<file path="src/rtl/core/dwpd_pkg.sv">
// Types and codes of the write pulse demodulator.
// Used by every module of the block; depends on nothing.
package dwpd_pkg;

    localparam logic [1:0] MODE_IDLE = 2'd0;
    localparam logic [1:0] MODE_GAP  = 2'd1;
    localparam logic [1:0] MODE_DATA = 2'd2;
    localparam logic [1:0] MODE_STOP = 2'd3;

    localparam logic [1:0] FUNC_EDGE  = 2'd0;
    localparam logic [1:0] FUNC_START = 2'd1;
    localparam logic [1:0] FUNC_STOP  = 2'd2;

    localparam logic [1:0] CFG_SHORT_LIMIT   = 2'd0;
    localparam logic [1:0] CFG_MIDDLE_LIMIT  = 2'd1;
    localparam logic [1:0] CFG_GAP_SKIP      = 2'd2;
    localparam logic [1:0] CFG_RESTART_SHORT = 2'd3;

    localparam logic [15:0] RST_SHORT_LIMIT   = 16'd12;
    localparam logic [15:0] RST_MIDDLE_LIMIT  = 16'd17;
    localparam logic [15:0] RST_GAP_SKIP      = 16'd8;
    localparam logic [15:0] RST_RESTART_SHORT = 16'd64;

    typedef struct packed {
        logic [15:0] short_limit;
        logic [15:0] middle_limit;
        logic [15:0] gap_skip_edges;
        logic [15:0] restart_short_edges;
    } t_cfg;

    // classified command passed from front to back
    typedef struct packed {
        logic [1:0]  func;
        logic        is_short;
        logic        is_middle;
        logic [15:0] block_bytes;
    } t_cmd;

    typedef struct packed {
        logic [7:0] byte_out;
        logic       byte_valid;
        logic       block_done;
        logic       restarted;
        logic       bad_pulse;
        logic [1:0] mode;
    } t_result;

    // decoder state plus the per-word result flags that bit packing raises
    typedef struct packed {
        logic [1:0]  mode;
        logic [15:0] skip_count;
        logic        carrier;
        logic [7:0]  shift_byte;
        logic [2:0]  bit_count;
        logic [15:0] bytes_left;
        logic [15:0] block_length;
        logic [7:0]  byte_out;
        logic        byte_valid;
        logic        block_done;
    } t_work;

endpackage

</file>
<file path="src/rtl/core/dwpd_front.sv">
// Front end: accepts words, forms the edge interval and classifies it.
// Depends on dwpd_pkg; feeds the command queue.
module dwpd_front (
    input  logic             i_clk,
    input  logic             i_rst_n,
    input  logic             i_valid,
    input  logic [1:0]       i_func,
    input  logic [15:0]      i_capture,
    input  logic [15:0]      i_block_bytes,
    input  dwpd_pkg::t_cfg   i_cfg,
    input  logic             i_q_full,
    output logic             o_push,
    output dwpd_pkg::t_cmd   o_cmd
);

    logic [15:0] r_last;
    logic [15:0] n_last;
    logic [15:0] interval;
    logic        is_short;

    // wraps modulo 2^16 with the free-running timer
    assign interval = i_capture - r_last;
    assign is_short = interval < i_cfg.short_limit;

    assign o_push = i_valid && !i_q_full;

    always_comb begin
        o_cmd.func        = i_func;
        o_cmd.is_short    = is_short;
        o_cmd.is_middle   = !is_short && (interval < i_cfg.middle_limit);
        o_cmd.block_bytes = i_block_bytes;
    end

    always_comb begin
        n_last = r_last;
        if (o_push && i_func == dwpd_pkg::FUNC_EDGE) begin
            n_last = i_capture;
        end
    end

    always_ff @(posedge i_clk) begin
        if (!i_rst_n) begin
            r_last <= 16'd0;
        end else begin
            r_last <= n_last;
        end
    end

endmodule

</file>
<file path="src/rtl/core/dwpd_queue.sv">
// Two-word command queue between front and back end.
// Depends on dwpd_pkg for the command type.
module dwpd_queue (
    input  logic            i_clk,
    input  logic            i_rst_n,
    input  logic            i_push,
    input  dwpd_pkg::t_cmd  i_cmd,
    input  logic            i_pop,
    output logic            o_full,
    output logic            o_nonempty,
    output dwpd_pkg::t_cmd  o_head
);

    dwpd_pkg::t_cmd r_mem [2];
    logic           r_wr_ptr;
    logic           r_rd_ptr;
    logic [1:0]     r_count;
    logic [1:0]     n_count;

    assign o_full     = r_count == 2'd2;
    assign o_nonempty = r_count != 2'd0;
    assign o_head     = r_mem[r_rd_ptr];

    always_comb begin
        n_count = r_count;
        if (i_push && !i_pop) begin
            n_count = r_count + 2'd1;
        end else if (i_pop && !i_push) begin
            n_count = r_count - 2'd1;
        end
    end

    always_ff @(posedge i_clk) begin
        if (i_push) begin
            r_mem[r_wr_ptr] <= i_cmd;
        end
    end

    always_ff @(posedge i_clk) begin
        if (!i_rst_n) begin
            r_wr_ptr <= 1'b0;
            r_rd_ptr <= 1'b0;
            r_count  <= 2'd0;
        end else begin
            if (i_push) begin
                r_wr_ptr <= !r_wr_ptr;
            end
            if (i_pop) begin
                r_rd_ptr <= !r_rd_ptr;
            end
            r_count <= n_count;
        end
    end

endmodule

</file>
<file path="src/rtl/core/dwpd_back.sv">
// Back end: gap, data and stopping sequencer, bit packing and result register.
// Depends on dwpd_pkg; takes commands from dwpd_queue.
module dwpd_back (
    input  logic               i_clk,
    input  logic               i_rst_n,
    input  logic               i_q_nonempty,
    input  dwpd_pkg::t_cmd     i_cmd,
    input  dwpd_pkg::t_cfg     i_cfg,
    input  logic               i_stall,
    output logic               o_pop,
    output logic               o_valid,
    output dwpd_pkg::t_result  o_result
);

    dwpd_pkg::t_work   r_st;
    dwpd_pkg::t_work   n_st;
    dwpd_pkg::t_result r_res;
    dwpd_pkg::t_result n_res;
    logic              r_valid;
    logic              n_valid;

    // shift one bit in LSB first; ignored once the block has ended
    function automatic dwpd_pkg::t_work push_bit(input dwpd_pkg::t_work s, input logic b);
        dwpd_pkg::t_work w;
        w = s;
        if (s.mode == dwpd_pkg::MODE_DATA) begin
            w.shift_byte = {b, s.shift_byte[7:1]};
            w.bit_count  = s.bit_count + 3'd1;
            if (w.bit_count == 3'd0) begin
                w.byte_out   = w.shift_byte;
                w.byte_valid = 1'b1;
                if (s.bytes_left <= 16'd1) begin
                    w.bytes_left = 16'd0;
                    w.block_done = 1'b1;
                    w.skip_count = 16'd0;
                    w.mode       = dwpd_pkg::MODE_STOP;
                end else begin
                    w.bytes_left = s.bytes_left - 16'd1;
                end
            end
        end
        return w;
    endfunction

    assign o_pop    = i_q_nonempty && (!r_valid || !i_stall);
    assign o_valid  = r_valid;
    assign o_result = r_res;

    always_comb begin
        dwpd_pkg::t_work w;
        logic            restarted;
        logic            bad;
        w            = r_st;
        w.byte_out   = 8'd0;
        w.byte_valid = 1'b0;
        w.block_done = 1'b0;
        restarted    = 1'b0;
        bad          = 1'b0;
        case (i_cmd.func)
            dwpd_pkg::FUNC_START: begin
                w.mode         = dwpd_pkg::MODE_GAP;
                w.skip_count   = 16'd0;
                w.bytes_left   = i_cmd.block_bytes;
                w.block_length = i_cmd.block_bytes;
            end
            dwpd_pkg::FUNC_STOP: begin
                w.mode = dwpd_pkg::MODE_IDLE;
            end
            dwpd_pkg::FUNC_EDGE: begin
                case (r_st.mode)
                    dwpd_pkg::MODE_STOP: begin
                        if (i_cmd.is_short) begin
                            if (w.skip_count != 16'hFFFF) begin
                                w.skip_count = w.skip_count + 16'd1;
                            end
                        end else begin
                            w.skip_count = 16'd0;
                        end
                        if (w.skip_count >= i_cfg.restart_short_edges) begin
                            w.mode       = dwpd_pkg::MODE_GAP;
                            w.skip_count = 16'd0;
                            w.bytes_left = w.block_length;
                            restarted    = 1'b1;
                        end
                    end
                    dwpd_pkg::MODE_GAP: begin
                        if (w.skip_count < i_cfg.gap_skip_edges) begin
                            w.skip_count = w.skip_count + 16'd1;
                        end else if (!i_cmd.is_short) begin
                            w.carrier    = 1'b0;
                            w.bit_count  = 3'd0;
                            w.shift_byte = 8'd0;
                            w.mode       = dwpd_pkg::MODE_DATA;
                        end
                    end
                    dwpd_pkg::MODE_DATA: begin
                        if (r_st.carrier) begin
                            if (i_cmd.is_short) begin
                                w = push_bit(w, 1'b0);
                            end else if (i_cmd.is_middle) begin
                                w         = push_bit(w, 1'b1);
                                w.carrier = 1'b0;
                            end else begin
                                bad = 1'b1;
                            end
                        end else begin
                            if (i_cmd.is_short) begin
                                w = push_bit(w, 1'b1);
                            end else if (i_cmd.is_middle) begin
                                w         = push_bit(w, 1'b0);
                                w         = push_bit(w, 1'b0);
                                w.carrier = 1'b1;
                            end else begin
                                w = push_bit(w, 1'b0);
                                w = push_bit(w, 1'b1);
                            end
                        end
                    end
                    default: begin
                        // idle: only the front end's stamp moves
                    end
                endcase
            end
            default: begin
                // unknown function leaves the state alone
            end
        endcase
        n_st             = w;
        n_res.byte_out   = w.byte_out;
        n_res.byte_valid = w.byte_valid;
        n_res.block_done = w.block_done;
        n_res.restarted  = restarted;
        n_res.bad_pulse  = bad;
        n_res.mode       = w.mode;
    end

    always_comb begin
        n_valid = r_valid;
        if (o_pop) begin
            n_valid = 1'b1;
        end else if (!i_stall) begin
            n_valid = 1'b0;
        end
    end

    always_ff @(posedge i_clk) begin
        if (o_pop) begin
            r_res <= n_res;
        end
    end

    always_ff @(posedge i_clk) begin
        if (!i_rst_n) begin
            r_st    <= '0;
            r_valid <= 1'b0;
        end else begin
            if (o_pop) begin
                r_st <= n_st;
            end
            r_valid <= n_valid;
        end
    end

endmodule

</file>
<file path="src/rtl/core/disk_write_pulse_demodulator_top.sv">
// Top level of the write pulse demodulator: configuration registers and glue.
// Depends on dwpd_pkg, dwpd_front, dwpd_queue and dwpd_back.
//
// Input channel (i_valid / o_stall): one word per command. i_func selects an
// edge capture (i_capture is the timer stamp), a block start (i_block_bytes is
// the byte count) or a stop to idle.
// Output channel (o_valid / i_stall): exactly one result word per input word,
// in order: a completed byte with its flags and the mode after the command.
// Configuration channel (i_cfg_valid / o_cfg_ready): always ready; index 0
// short limit, 1 middle limit, 2 gap skip edges, 3 restart short edges.
// An accepted input word is written into the queue and then moved by the back
// end into the output register, from which the receiver takes it.
// Throughput: one word per cycle unless the receiver stalls; the front end
// classifies an edge in the accept cycle, the back end updates the decoder
// state and output register in the same cycle, and a two-word queue parts them.
// When the receiver stalls, the result register holds, the queue fills and
// o_stall rises once both queue entries are taken.
// Synchronous reset clears the queue, the output valid flag, the decoder state
// (idle mode) and loads the default limits.
module disk_write_pulse_demodulator_top (
    input  logic        i_clk,
    input  logic        i_rst_n,
    input  logic        i_valid,
    output logic        o_stall,
    input  logic [1:0]  i_func,
    input  logic [15:0] i_capture,
    input  logic [15:0] i_block_bytes,
    output logic        o_valid,
    input  logic        i_stall,
    output logic [7:0]  o_byte_out,
    output logic        o_byte_valid,
    output logic        o_block_done,
    output logic        o_restarted,
    output logic        o_bad_pulse,
    output logic [1:0]  o_mode,
    input  logic        i_cfg_valid,
    output logic        o_cfg_ready,
    input  logic [1:0]  i_cfg_index,
    input  logic [15:0] i_cfg_data
);

    dwpd_pkg::t_cfg    r_cfg;
    dwpd_pkg::t_cmd    front_cmd;
    dwpd_pkg::t_cmd    head_cmd;
    dwpd_pkg::t_result result;
    logic              push;
    logic              pop;
    logic              q_full;
    logic              q_nonempty;

    assign o_cfg_ready = 1'b1;
    assign o_stall     = q_full;

    always_ff @(posedge i_clk) begin
        if (!i_rst_n) begin
            r_cfg.short_limit         <= dwpd_pkg::RST_SHORT_LIMIT;
            r_cfg.middle_limit        <= dwpd_pkg::RST_MIDDLE_LIMIT;
            r_cfg.gap_skip_edges      <= dwpd_pkg::RST_GAP_SKIP;
            r_cfg.restart_short_edges <= dwpd_pkg::RST_RESTART_SHORT;
        end else if (i_cfg_valid && o_cfg_ready) begin
            case (i_cfg_index)
                dwpd_pkg::CFG_SHORT_LIMIT:   r_cfg.short_limit         <= i_cfg_data;
                dwpd_pkg::CFG_MIDDLE_LIMIT:  r_cfg.middle_limit        <= i_cfg_data;
                dwpd_pkg::CFG_GAP_SKIP:      r_cfg.gap_skip_edges      <= i_cfg_data;
                dwpd_pkg::CFG_RESTART_SHORT: r_cfg.restart_short_edges <= i_cfg_data;
                default: begin
                end
            endcase
        end
    end

    dwpd_front u_front (
        .i_clk         (i_clk),
        .i_rst_n       (i_rst_n),
        .i_valid       (i_valid),
        .i_func        (i_func),
        .i_capture     (i_capture),
        .i_block_bytes (i_block_bytes),
        .i_cfg         (r_cfg),
        .i_q_full      (q_full),
        .o_push        (push),
        .o_cmd         (front_cmd)
    );

    dwpd_queue u_queue (
        .i_clk      (i_clk),
        .i_rst_n    (i_rst_n),
        .i_push     (push),
        .i_cmd      (front_cmd),
        .i_pop      (pop),
        .o_full     (q_full),
        .o_nonempty (q_nonempty),
        .o_head     (head_cmd)
    );

    dwpd_back u_back (
        .i_clk        (i_clk),
        .i_rst_n      (i_rst_n),
        .i_q_nonempty (q_nonempty),
        .i_cmd        (head_cmd),
        .i_cfg        (r_cfg),
        .i_stall      (i_stall),
        .o_pop        (pop),
        .o_valid      (o_valid),
        .o_result     (result)
    );

    assign o_byte_out   = result.byte_out;
    assign o_byte_valid = result.byte_valid;
    assign o_block_done = result.block_done;
    assign o_restarted  = result.restarted;
    assign o_bad_pulse  = result.bad_pulse;
    assign o_mode       = result.mode;

endmodule

</file>
<file path="config.mk">
export PLATFORM = sky130hd
export DESIGN_NAME = disk_write_pulse_demodulator_top
export DESIGN_NICKNAME = d
export VERILOG_FILES = /design/src/rtl/core/dwpd_pkg.sv /design/src/rtl/core/dwpd_front.sv /design/src/rtl/core/dwpd_queue.sv /design/src/rtl/core/dwpd_back.sv /design/src/rtl/core/disk_write_pulse_demodulator_top.sv
export SDC_FILE = /design/constraint.sdc
export NUM_CORES = 1
export LEC_CHECK = 0
export BUFFER_PORTS_ARGS = -buffer_cell sky130_fd_sc_hd__buf_2
export CAP_MARGIN = 20
export CORE_AREA = 5 5 147 149
export CTS_CLUSTER_DIAMETER = 40
export DETAILED_ROUTE_END_ITERATION = 8
export DIE_AREA = 0 0 152 154
export PLACE_DENSITY = 0.79
export SYNTH_ARGS = -nofsm -noshare
export SYNTH_HDL_FRONTEND = slang
export SYNTH_SLANG_ARGS = --single-unit
</file>
<file path="constraint.sdc">
create_clock -name i_clk -period 10.41 [get_ports i_clk]
set_input_delay 2.6025 -clock i_clk [delete_from_list [all_inputs] [get_ports i_clk]]
set_output_delay 2.6025 -clock i_clk [all_outputs]
set_load 0.01 [all_outputs]
</file>
---- Yosys cells after proc, flatten, opt, wreduce, memory -nomap -nowiden ----
Memory sizes are Yosys's and may differ from the RTL's. A register that Yosys moved wholly into a read port is not among the register bits.
Index checks and enable logic that the tools add are counted.
cells by class
  bitwise operators ....................... 3
  $lt $le $gt $ge ......................... 7
  reduce and logical (&&, ||, !) cells .... 37
  $add $sub $neg .......................... 10
  mux-type cells .......................... 79
  equal/unequal tests ..................... 21
operators by type and width
  kind                                                              number
  2-to-1 mux 72 bit                                                 5
  2-to-1 mux 18 bit                                                 19
  2-to-1 mux 27 bit                                                 12
  2-to-1 mux 16 bit                                                 12
  one-hot mux 16 bit (2 select lines)                               2
  one-hot mux 32 bit (2 select lines)                               1
  2-to-1 mux 10 bit                                                 6
  one-hot mux 18 bit (3 select lines)                               1
  less-or-equal comparator 16 x 1 -> 1 bit (second input constant)  3
  < comparator 16 bit                                               3
  subtractor 16 x 1 -> 16 bit (second input constant)               3
  2-to-1 mux 26 bit                                                 1
  2-to-1 mux 12 bit                                                 2
  one-hot mux 12 bit (2 select lines)                               1
  adder 16 x 1 -> 16 bit (second input constant)                    1
  == test 2 bit (second input constant)                             8
  >= comparator 16 bit                                              1
  != test 16 bit (second input constant)                            1
  subtractor 16 bit                                                 1
  AND reduction 5 bit                                               3
  AND reduction 2 bit                                               6
  2-to-1 mux 1 bit                                                  11
  adder 3 x 1 -> 3 bit (second input constant)                      3
  logical NOT 3 bit                                                 3
  20 further kinds                                                  48
storage, ports and cells
  input port bits ......................... 57
  memories ................................ 1
  flip-flop bits (word level) ............. 161
  output and inout port bits .............. 17
  word-level logic and storage cells ...... 180
  memory bits (writable) .................. 40
memory list
  memory         words  width  rd ports  clocked after Yosys merged registers in  wr ports  line              text
  u_queue.r_mem  2      20     1         1                                        1         dwpd_queue.sv:14  dwpd_pkg::t_cmd r_mem [2];

---- Depth between registers and ports, before layout ----
Gate-level depths: netlist (run 1).
  depth in word-level cells ............... 17
  mapped depth ............................ 19
  depth with buffers taken out ............ 19

---- Modules after synthesis ----
Synthesis (run 1) repeated with hierarchy kept, for this count alone.
unflattened totals
  cells, all modules ...................... 1418
  area, all modules ....................... 12386.9 um^2
modules (own cells, without submodules)
  module                            sequential area each (um^2)  area an instance (um^2)  cells an instance  times used
  dwpd_back                         1661.6                       6019.5                   801                1
  disk_write_pulse_demodulator_top  1281.2                       2468.6                   238                1
  dwpd_front                        320.3                        2240.9                   295                1
  dwpd_queue                        1301.2                       1657.8                   84                 1

---- Worst setup path before layout (run 1) ----
OpenSTA, ideal clock, no wires.
  kind .................................... input port to flip-flop
  from .................................... input i_capture[0]
  to ...................................... memory u_queue.r_mem[0][16] (netlist bit), data pin
  path buffers ............................ 0
  required time ........................... 10.132 ns
  stages on the path ...................... 19
  path slack .............................. 4.465 ns
  data arrival time ....................... 5.668 ns
  library setup time ...................... 0.278 ns
  cells stage by stage .................... inv_1 > ha_1 > inv_1 > fa_1 > a21o_1 > a21oi_1 > o21bai_1 > a211o_1 > nand3_1 > nand4_1 > a31o_2 > a21oi_1 > xnor2_1 > ha_1 > and3_1 > nand3_1 > a21oi_1 > nor4_1 > a211oi_1
RTL lines
  what                line                                    text
  start: declaration  disk_write_pulse_demodulator_top.sv:26  input logic [15:0] i_capture,
  end: declaration    dwpd_queue.sv:14

==> metrics.md, run 1 <==
| Metric | Value |
|---|---|
| Post-detail-place hpwl | 22.0 mm |
| CP arrival | 6.23 ns |
| H-tree depth | 1 |
| Unrepaired setup endpoints after global routing | false |
| Grt ovf | 0 |
| Post-synth EDFFs | 54 |
| Final min period | 5.97 ns |
| Ys Warns | 0 |
| Crit share post-route | 57.4% |
| Slew @ Worst Pin | 0.966 ns |
| Worst path cell trace | buf_2 > inv_1 > ha_1 > inv_1 > fa_1 > a21o_1 > a21oi_1 > o21bai_1 > a211o_1 > nand3_1 > nand4_1 > a31o_2 > a21oi_1 > xnor2_1 > ha_1 > and3_1 > nand3_1 > a21oi_1 > nor4_1 > a211oi_1 |
| Drt wl/cell | 17.0 µm |
| Cells after Synth | 1454 |
| # diodes | 0 |
| Final Power | 2.99 mW |
| Initial DRC count | 1026 |
| Clock Pin Slew Worst Setup and Hold Paths | 0.06 ns |
| GRT Util Overall | 24.8% |
| Setup violators final | 0 |
| Clk_lat worst skew | 0.53 ns |
| Top Ports | 74 |
| Syn_nets | 1599 |
| CTS Buffer Depth | 3 |
| Vias in the first global route | 9819 |
| Final Max Slew Viols | 0 |
| Post-CTS Setup Bufs | 0 |
| Core box area | 20000 µm² |
| Vias per std cell | 6.04 |
| Yosys reg bits | 201 |
| Synth Cell Area | 12000 µm² |
| CP Capture Type | flop |
| Most frequent CP cell | a21oi_1 |
| Finished Layout Cells | 1781 |
| RePlAce Congestion | 0.973 |
| CP Max Fanout | 3 |
| Yosys cell types | 81 |
| CTS tree | yes |
| Clock skew | 0.00979 ns |
| Drt total wl | 30.4 mm |
| Worst IR drop on VDD | 0.145 mV |
| Status | complete, no violations |
| Cell total after placement | 1724 |
| Worst setup SP type | input pin |
| Syn_area_per_cell | 8.24 µm² |
| Antenna violations before repair | 0 |
| Layout fillers | 1672 |
| Cell taking the most area after synthesis | dfxtp_1 |
| Global-route wire length before repair | 49.4 mm |
| Die Span X | 152 µm |
| CTS buffer count | 29 |
| Effective utilization at floorplan | 59.8% |
| Layout Area Growth over Synthesis | 12.3% |
| Post-synthesis sequential area ratio | 38.1% |
| CTS hold repair buffers | 0 |
| Post-synthesis async set-or-reset flop share | 0% |
| Root Buffer | clkbuf_16 |
| Post-route cell area | 13500 µm² |
| Max cap viols | 0 |
| Die height | 154 µm |
| Post-synth top area share | 24.6% |
| Setup tns final | 0 ns |
| CP max-delay cell | nor4_1 |
| Min Hold Slack | 0.453 ns |
| Routed Antenna Nets | 0 |
| Setup CP Type | in -> reg |
| Post-CTS resize count | 0 |
| PwrDens | 222 nW/µm² |
| Placed cell area | 12400 µm² |
| Most frequent cells after synthesis | 221 x nand2_1, 170 x a21oi_1, 147 x dfxtp_1 |
| Die footprint | 23400 µm² |
| Top_reg_cell synth | dfxtp_1 |
| Largest net degree at the start of global routing | 110 |
| First-pass iteration count of the detailed router | 5 |
| Vias | 10800 |
| Largest cells by area after synthesis | dfxtp_1 25%, edfxtp_1 14%, ha_1 9.0% |
| Rows | 52 |
| HP Class | reg -> reg |
| Clk sinks | 201 |
| Input/output buffers | 72 |
| Final hold vios | 0 |
| Residual DRC count | 0 |
| Data required, critical path | 10.66 ns |
| Pleak | 5.11 nW |
| Net count of the finished layout | 1634 |
| Max transition margin | 35.1% |
| Share of cells above drive strength 1 | 11.3% |
| CP max stage delay | 0.44 ns |
| Most frequent cell after synthesis | nand2_1 |
| F_max | 0.167 GHz |
[worst paths after layout]
path | start | cells after the start | slack (ns) | to
hold / removal | u_front.r_last[6] | 2 | 0.45 | u_front.r_last[6]
hold reg to reg | u_front.r_last[6] | 2 | 0.45 | u_front.r_last[6]
setup / recovery | i_capture[0] | 20 | 4.44 | u_queue.r_mem[0][16]
setup reg to reg | u_back.r_st[54] | 16 | 5.29 | u_back.r_st[28]
[flip-flops by register name, summed over array words and instances, names as in the netlist, named ones only]
signal            cells
r_cfg                64
u_back.o_result      14
u_back.r_st          61
u_back.o_valid        1
u_queue.r_rd_ptr      1
u_queue.r_count       2
u_front.r_last       16
u_queue.r_mem        40
u_queue.r_wr_ptr      1
[final cells by class]
cell class / count / area (µm²) / share of cell area [%]
Clock inverter: 24 / 243 / 1.80
Multi-Input combinational cell: 1067 / 6700 / 49.8
Tap cell: 270 / 338 / 2.51
Clock buffer: 29 / 726 / 5.39
Inverter: 103 / 388 / 2.88
Sequential cell: 201 / 4560 / 33.9
Timing Repair Buffer: 87 / 494 / 3.67
[power by group]
group / total (mW) / internal (mW) / leakage [nW] / switching (mW)
Sequential: 1.01 / 0.919 / 1.71 / 0.0869
Clock: 0.964 / 0.592 / 0.464 / 0.372
Combinational: 1.02 / 0.357 / 2.94 / 0.667
Total: 2.99 / 1.87 / 5.11 / 1.13
[layout by cell type, fill, tap and decap left out, types with 9 or more instances in the layout]
cell type and count:
o32ai_1 9, a31oi_1 11, buf_2 73, a21oi_1 170, o21ai_1 14, xor2_1 15
nand2_1 221, mux2i_1 29, nand2b_1 13, inv_1 100, dfxtp_1 147, a211oi_1 13
and3_1 13, nand4_1 15, a21o_1 19, or3_1 15, o31ai_1 10, ha_1 86
o22ai_1 10, edfxtp_1 54, nor2_1 98, buf_4 11, nor3_1 26, xnor2_1 22
o21ai_0 66, nand3_1 31, clkbuf_16 29, nor4_1 15, a22o_1 10
[per-stage QoR]
stage	util [%]	setup slack [ns]
final	67.2	4.44
after global routing	67.2	4.25
after CTS	66.9	4.47
after detailed placement	62.1	3.91
after global placement	62.0	4.09
after floorplan	-	4.46
[kinds of logic after synthesis]
logic type               after synthesis  synth area share [%]
AO/OA/AOI/OAI                        399                  20.7
XOR/XNOR                              37                  2.70
adder cells (fa/ha/maj)               88                  9.32
buffers and inverters                186                  6.06
flip-flops                           201                  38.1
multiplexers                          35                  2.98
other                                  1                0.0313
AND/OR/NAND/NOR                      507                  20.1
[layer usage]
layer	track usage (%)	vias to the layer above	part of all wire, %
li1	-	5245	-
met1	34.5	5026	44
met2	40.0	410	46
met3	3.77	71	7.0
met4	7.88	0	2.9
met5	0	-	0
[critical path, delay by kind of cell]
kind                     cells  cell delay, ns
AND/OR/NAND/NOR              5            0.89
AO/OA/AOI/OAI                8            1.46
XOR/XNOR                     1            0.17
buffers and inverters        3            0.21
adder cells (fa/ha/maj)      3            0.88
(Power assumes the default switching activity.)
==> inputs of run 2 (changes only) <==
==> constraint.sdc (replaced) <==
create_clock -name i_clk -period 5.55 [get_ports i_clk]
set_input_delay 1.3875 -clock i_clk [delete_from_list [all_inputs] [get_ports i_clk]]
set_output_delay 1.3875 -clock i_clk [all_outputs]
set_load 0.01 [all_outputs]
==> metrics.md, run 2 (same netlist as run 1, synthesis figures left out) <==
| Metric | Value |
|---|---|
| Routed Antenna Nets | 0 (unchanged) |
| RePlAce Congestion | 0.969 (-0.40%) |
| F_max | 0.203 GHz |
| Root Buffer | clkbuf_16 |
| Top Family by Delay on Critical Path | compound AO/OA/AOI/OAI gates |
| Rows | 52 (unchanged) |
| HP Class | reg -> reg |
| Most frequent cells in the layout | 221 x nand2_1, 170 x a21oi_1, 147 x dfxtp_1 |
| Worst path cell trace | ha_1 > nand4_1 > nor2_1 > and3_1 > nand3_1 > xor2_1 > nand2_1 > ha_1 > nand2b_1 > a21o_1 > a21oi_1 > o21ai_0 > a211oi_1 > o31a_1 > nor2_1 > a221oi_1 |
| Final WS setup | 0.612 ns (-3.82 ns) |
| Global-route wire length before repair | 48.5 mm (-1.9%) |
| Setup CP Type | reg -> reg |
| Crit path depth | 16 (-20%) |
| Clock Pin Slew Worst Setup and Hold Paths | 0.06 ns (about the same) |
| Clk sinks | 201 (unchanged) |
| Biggest register | r_cfg |
| Clock skew | 0.0160 ns (+0.00624 ns) |
| Max transition margin | 34.9% (-0.21 points) |
| Status | complete, no violations |
| Placed cell area | 12500 µm² (about the same) |
| Largest register FFs | 64 (unchanged) |
| Final Power | 5.59 mW (+87%) |
| Hold depth | 2 (unchanged) |
| Unrepaired setup endpoints after global routing | false |
| CP arrival | 5.40 ns (-0.83 ns) |
| CP max-delay cell | o31a_1 |
| CTS buffer count | 29 (unchanged) |
| CP max stage delay | 0.58 ns (+0.14 ns) |
| Drt total wl | 30.2 mm (-0.39%) |
| Final Max Slew Viols | 0 (unchanged) |
| Residual DRC count | 0 (unchanged) |
| Largest net degree at the start of global routing | 110 (unchanged) |
| Drt wl/cell | 16.9 µm (-0.61%) |
| Net count of the finished layout | 1637 (+0.18%) |
| CTS Buffer Depth | 3 (unchanged) |
| Layout Area Growth over Synthesis | 12.6% |
| Pre-CTS setup slack | 0.348 ns (-3.57 ns) |
| Setup crit start | u_back.r_st[54] |
| Slew @ Worst Pin | 0.957 ns (-0.00841 ns) |
| Final hold vios | 0 (unchanged) |
| Finished Layout Cells | 1785 (+0.22%) |
| Critical R2R Launch | u_back.r_st[54] |
| Die footprint | 23400 µm² (unchanged) |
| Final min period | 4.94 ns |
| Post-route cell area | 13500 µm² (+0.21%) |
| Top Ports | 74 (unchanged) |
| CP Max Fanout | 17 (+14) |
| FF/Latch Area | 4560 µm² (unchanged) |
| Crit share post-route | 89.0% |
| Die height | 154 µm (unchanged) |
| Worst IR drop on VDD | 0.264 mV (+81%) |
| Largest registers | r_cfg (64), u_back.r_st (61), u_queue.r_mem (40) |
| CTS hold repair buffers | 0 (unchanged) |
| Reg2reg path depth | 16 (unchanged) |
| Post-CTS Setup Bufs | 0 (unchanged) |
| GRT Util Overall | 24.3% (-0.48 points) |
| H-tree depth | 1 (unchanged) |
| Die Span X | 152 µm (unchanged) |
| Buffers & Inverters on Critical Path | 0 (-3) |
| Worst setup SP type | flop |
| Antenna violations before repair | 0 (unchanged) |
| Max cap viols | 0 (unchanged) |
| Data required, critical path | 6.01 ns (-4.65 ns) |
| Post-layout util | 67.3% (+0.14 points) |
| # diodes | 0 (unchanged) |
| Vias | 10600 (-1.0%) |
| Vias per std cell | 5.96 (-1.2%) |
| Cell total after placement | 1726 (+0.12%) |
| Post-detail-place hpwl | 21.8 mm (-0.72%) |
| Grt ovf | 0 (unchanged) |
| R2r endpoint | u_back.r_st[26] |
| Post-CTS resize count | 0 (unchanged) |
| CP Capture Type | flop |
| Pleak | 5.13 nW (+0.41%) |
| Input/output buffers | 72 (unchanged) |
| Core box area | 20000 µm² (unchanged) |
| Setup tns final | 0 ns (unchanged) |
| Vias in the first global route | 9635 (-1.9%) |
| Initial DRC count | 939 (-8.5%) |
| Layout fillers | 1655 (-1.0%) |
| Setup violators final | 0 (unchanged) |
| Flop2flop setup slack | 0.61 ns (-4.68 ns) |
| Clk_lat worst skew | 0.55 ns (+0.02 ns) |
| Most common cell after layout, fill and taps aside | nand2_1 |
| Multi-input logic area | 6700 µm² (unchanged) |
| PwrDens | 414 nW/µm² (+86%) |
| Effective utilization at floorplan | 59.8% (unchanged) |
| Share of cells above drive strength 1 | 11.6% (+0.30 points) |
| CTS tree | yes |
| Capture point of the worst path | u_back.r_st[26] |
| Min Hold Slack | 0.454 ns (+0.000448 ns) |
| First-pass iteration count of the detailed router | 5 (unchanged) |
## run 2: changes by cell type in the layout (fill, tap and decap cells not counted), moves of 2 or more
cell,previous run,this run
clkbuf_1,0,2
buf_4,11,14
clkinv_8,0,3
clkinv_2,5,3
inv_6,2,5
bufinv_16,3,0
clkinvlp_4,5,3
clkinv_1,6,3
## run 2: worst min path at each step
stage | startpoint | end | slack [ns]
final | r_cfg[47] | r_cfg[47] | 0.45
after global routing | r_cfg[30] | r_cfg[30] | 0.47
after CTS | r_cfg[30] | r_cfg[30] | 0.45
after detailed placement | r_cfg[30] | r_cfg[30] | 0.45
after global placement | r_cfg[37] | r_cfg[37] | 0.44
after floorplan | u_back.r_st[16] | u_back.r_st[16] | 0.43
## run 2: worst register-to-register path, cell delays in order (launching register included)
cell and delay, ns:
dfxtp_1 0.48, ha_1 0.31, nand4_1 0.18, nor2_1 0.25, and3_1 0.27, nand3_1 0.55
xor2_1 0.32, nand2_1 0.08, ha_1 0.26, nand2b_1 0.13, a21o_1 0.17, a21oi_1 0.15
o21ai_0 0.19, a211oi_1 0.54, o31a_1 0.58, nor2_1 0.12, a221oi_1 0.27
## run 2: final cells by class
type / instances / share of cell area, %
Multi-Input combinational cell: 1067 / 49.7
Sequential cell: 201 / 33.8
Clock buffer: 32 / 5.54
Timing Repair Buffer: 90 / 3.89
Inverter: 103 / 2.88
Tap cell: 270 / 2.51
Clock inverter: 22 / 1.63
## run 2: routing by layer
metal | track usage [%] | share of wire (%)
met5 | 0 | 0
met4 | 5.05 | 1.6
met3 | 4.61 | 7.3
met2 | 40.2 | 47
met1 | 33.6 | 44
## run 2: power by group
part / internal, mW / leakage (nW) / switching [mW]
clock: 1.02 / 0.466 / 0.763
combinational: 0.670 / 2.96 / 1.25
sequential: 1.72 / 1.71 / 0.165
total: 3.41 / 5.13 / 2.18
